$ cat config.mk
export PLATFORM = sky130hd
export DESIGN_NAME = ffa_csr
export DESIGN_NICKNAME = d
export VERILOG_FILES = /design/src/sv/ffa_pkg.sv /design/src/sv/ffa_csr.sv
export SDC_FILE = /design/constraint.sdc
export NUM_CORES = 1
export LEC_CHECK = 0
export CORE_UTILIZATION = 40
export CTS_CLUSTER_SIZE = 10
export DETAILED_ROUTE_END_ITERATION = 10
export DONT_BUFFER_PORTS = 1
export SLEW_MARGIN = 5
export SYNTH_ARGS = -nofsm -noshare
export SYNTH_HDL_FRONTEND = slang
export SYNTH_SLANG_ARGS = --single-unit
$ cat constraint.sdc
create_clock -name clock -period 1.2 [get_ports clock]
set_input_delay 0.24 -clock clock [delete_from_list [all_inputs] [get_ports clock]]
set_output_delay 0.24 -clock clock [all_outputs]
set_load 0.005 [all_outputs]
$ cat src/sv/ffa_pkg.sv
// Shared types and constants of the free-list allocator.
package ffa_pkg;

   // Width of a stored link or size field, and of a unit index with carry
   localparam int FIELD_W = 12;
   localparam int INDEX_W = 13;
   localparam int UNITS_W = 13;
   localparam int BYTES_W = 15;

   // Request modes
   localparam logic MODE_ALLOC = 1'b0;
   localparam logic MODE_FREE  = 1'b1;

   // Register index of heap_units
   localparam logic REG_HEAP_UNITS = 1'b0;

   // Lowest unit count ever used for the heap
   localparam logic [UNITS_W-1:0] MIN_UNITS = 13'd3;

   typedef struct packed {
      logic               mode;
      logic [BYTES_W-1:0] request_bytes;
      logic [FIELD_W-1:0] block_addr;
   } req_type;

   typedef struct packed {
      logic [FIELD_W-1:0] payload_addr;
      logic               granted;
   } rsp_type;

   // Write command to the header store
   typedef struct packed {
      logic               next_en;
      logic               size_en;
      logic [INDEX_W-1:0] idx;
      logic [FIELD_W-1:0] next_val;
      logic [FIELD_W-1:0] size_val;
   } mem_wr_type;

endpackage

$ cat src/sv/ffa_csr.sv
// Configuration register block holding heap_units.
module ffa_csr (
   input  logic                        clock,
   input  logic                        reset,
   input  logic                        psel,
   input  logic                        penable,
   input  logic                        pwrite,
   input  logic [2:0]                  paddr,
   input  logic [31:0]                 pwdata,
   output logic [31:0]                 prdata,
   output logic                        pready,
   output logic [ffa_pkg::UNITS_W-1:0] heap_units
);

   logic [ffa_pkg::UNITS_W-1:0] heap_units_ff;
   logic                        wr_hit;

   // Decode a completed write transfer to the register
   assign wr_hit = psel && penable && pwrite && (paddr[2] == ffa_pkg::REG_HEAP_UNITS);

   always_ff @(posedge clock) begin
      if (reset) begin
         heap_units_ff <= 13'd4096;
      end else if (wr_hit) begin
         heap_units_ff <= pwdata[ffa_pkg::UNITS_W-1:0];
      end
   end

   assign prdata     = (paddr[2] == ffa_pkg::REG_HEAP_UNITS) ? 32'(heap_units_ff) : '0;
   assign pready     = 1'b1;
   assign heap_units = heap_units_ff;

endmodule
==> reports/qor.csv <==
stage,metric,value,unit
run_status,status,finished clean,
worst_setup_path,cp-startpoint,heap_units[2],
route,wl_per_cell,11.3,µm
cells_and_area,final_cell_mix,"24 x nand2b_1, 20 x conb_1, 13 x mux2i_1, 13 x dfxtp_1, 10 x nor2b_1",
floorplanning,dieArea,2310,µm²
power,p_leak,0.316,nW
synth,syn_area,847,µm²
power,internal-power,0.605,mW
worst_setup_path,cpMaxStageDelayCell,dfxtp_1,
route,drtPass1Iterations,3,
clock_network,postCtsSetupBuffers,0,
synth,yosys_warnings,0,
placement,io_buffers,0,
power,swShare,23.5,%
clock_network,ctsLongestPathBuffers,2,
sta,drv_slew,0,
global_route,grt.busiest_layer,met2,
clock_network,cts_sinks,13,
min_path,worstHoldStart,pwdata[9],
power,pwr-share-comb,8.6,%
global_route,grt_antenna_before_repair,0,
power,powerDensity,985,nW/µm²
global_route,grt_first_pass_wirelength,1.77,mm
clock_network,cts_resized,0,
floorplanning,io_pins,86,
floorplanning,rows,16,
synth,ys_ff_latch,13,
sta,setup_viol,0,
power,ir_drop,384,µV
sta,finalSetupTns,0,ns
global_route,met3_usage,2.64,%
global_route,grt_max_degree,27,
route,via_per_inst,4.30,
power,switchingPower,0.185,mW
clock_network,clk_latency,0.27,ns
synth,synth_cell_types,12,
sta,finalCriticalPeriod,1.09,ns
clock_network,numCtsBuffers,3,
worst_setup_path,reg2reg_slack,0.57,ns
min_path,hold_path.class,primary input to flop,
route,route.detailed.drc,0,
worst_setup_path,startpoint_type,flop,
clock_network,htree_num_levels,1,
route,vias,507,
flow_run,cap_violations,0,
synth,synth.yosys.seq_area_share,30.7,%
sta,min_period_over_period,90.8,%
synth,syn-mean-instance-area,9.11,µm²
floorplanning,coreArea,1980,µm²
route,antenna_left,0,
global_route,grt_pass1_vias,367,
worst_setup_path,arrival,0.85,ns
cells_and_area,drive_above_1_share,7.69,%
clock_network,cts_root_buffer,clkbuf_4,
worst_setup_path,critPathBufInv,0,
route,wl,1.34,mm
clock_network,cts_tree,done,
floorplanning,start_util,42.7,%
cells_and_area,num-nets-final,132,
global_route,grt_usage,11.8,%
cells_and_area,antennaDiodeCount,0,
sta,clock.fmax,0.918,GHz
worst_setup_path,cp_cell_sequence,nor2b_1,
sta,fin_hold_ws,0.107,ns
global_route,grt-ovfl-total,0,
sta,rsz0062_at_grt,false,
clock_network,path_clk_slew,0.09,ns
global_route,grtUsageMet1,14.9,%
cells_and_area,final_common_cell,nand2b_1,
worst_setup_path,cp_max_fo,3,
cells_and_area,area_growth,-5.32,%
worst_setup_path,crit_family,flip-flops,
clock_network,hold_buffers,0,
worst_setup_path,required,0.96,ns
floorplanning,fp.dieW,48.0,µm
worst_setup_path,timing.rr.start,heap_units[12],
sta,fin_skew,0,ns
global_route,met2_usage,17.6,%
worst_setup_path,path_class,flop to output port,
power,clkPwrFrac,34.6,%
sta,hold_viol,0,
power,seqPwrFrac,56.9,%
worst_setup_path,critPathMaxStageDelay,0.38,ns
placement,dp_hpwl,984,µm
floorplanning,die_height,48.0,µm
worst_setup_path,crit_path_end_kind,output port,
route,drt_iter0_drc,4,
placement,place_congestion,0.580,
cells_and_area,largest_reg_flops,13,
synth,netlist_instances,93,
synthesized netlist by cell type:
library cell  instances  area [µm²]
and2b_2               3        26.3
buf_12                1        20.0
and4b_1               1        10.0
buf_4                20         150
buf_6                 1        11.3
nor2b_1              10        62.6
mux2i_1              13         130
dfxtp_1              13         260
conb_1                2        7.51
nor2_1                2        7.51
clkbuf_1              3        11.3
nand2b_1             24         150
area by class of cell:
class	count	area, µm²
clock buffer	4	26.3
fill	211	1180
multi-input combinational	73	462
sequential	13	260
tap	27	33.8
timing repair buffer	1	20.0
cells by family (layout without fill, tap and decap cells):
group	after synthesis	after routing	synth area share (%)
buffers and inverters	25	5	22.7
other	2	20	0.887
DFF	13	13	30.7
muxes	13	13	15.4
and+or+nand+nor	40	40	30.3
through the flow:
stage                     area, µm²  utilization [%]  instances  setup slack, ns  power, mW
after global routing            802             40.5        118           0.0338      0.845
after CTS                       802             40.5        118           0.0833      0.809
final                           802             40.5        118            0.111      0.790
after global placement          776             39.1        114            0.265      0.525
after floorplan                 915                -        111            0.248      0.579
after detailed placement        776             39.1        114            0.210      0.528
routing by layer:
metal  share of wire [%]  vias to the layer above  routed length, µm
met5                   0                        -                  0
met4                 1.4                        0                 19
met3                 5.1                        2                 68
met2                  52                       29                699
met1                  41                      230                550
li1                    -                      246                  -
path summary, 6_finish.rpt:
kind	to	depth (start not counted)
hold / removal	heap_units[9]	2
setup / recovery	prdata[2]	1
hold reg to reg	heap_units[3]	2
setup reg to reg	heap_units[12]	2
power by group through the flow:
| stage | registers [mW] | logic [mW] | clock network, mW |
|---|---|---|---|
| after floorplan | 0.457 | 0.121 | 0 |
| after global placement | 0.459 | 0.0663 | 0 |
| after detailed placement | 0.460 | 0.0680 | 0 |
| after CTS | 0.450 | 0.0681 | 0.291 |
| after global routing | 0.452 | 0.0795 | 0.314 |
| final | 0.449 | 0.0678 | 0.273 |
(Power assumes the default switching activity.)
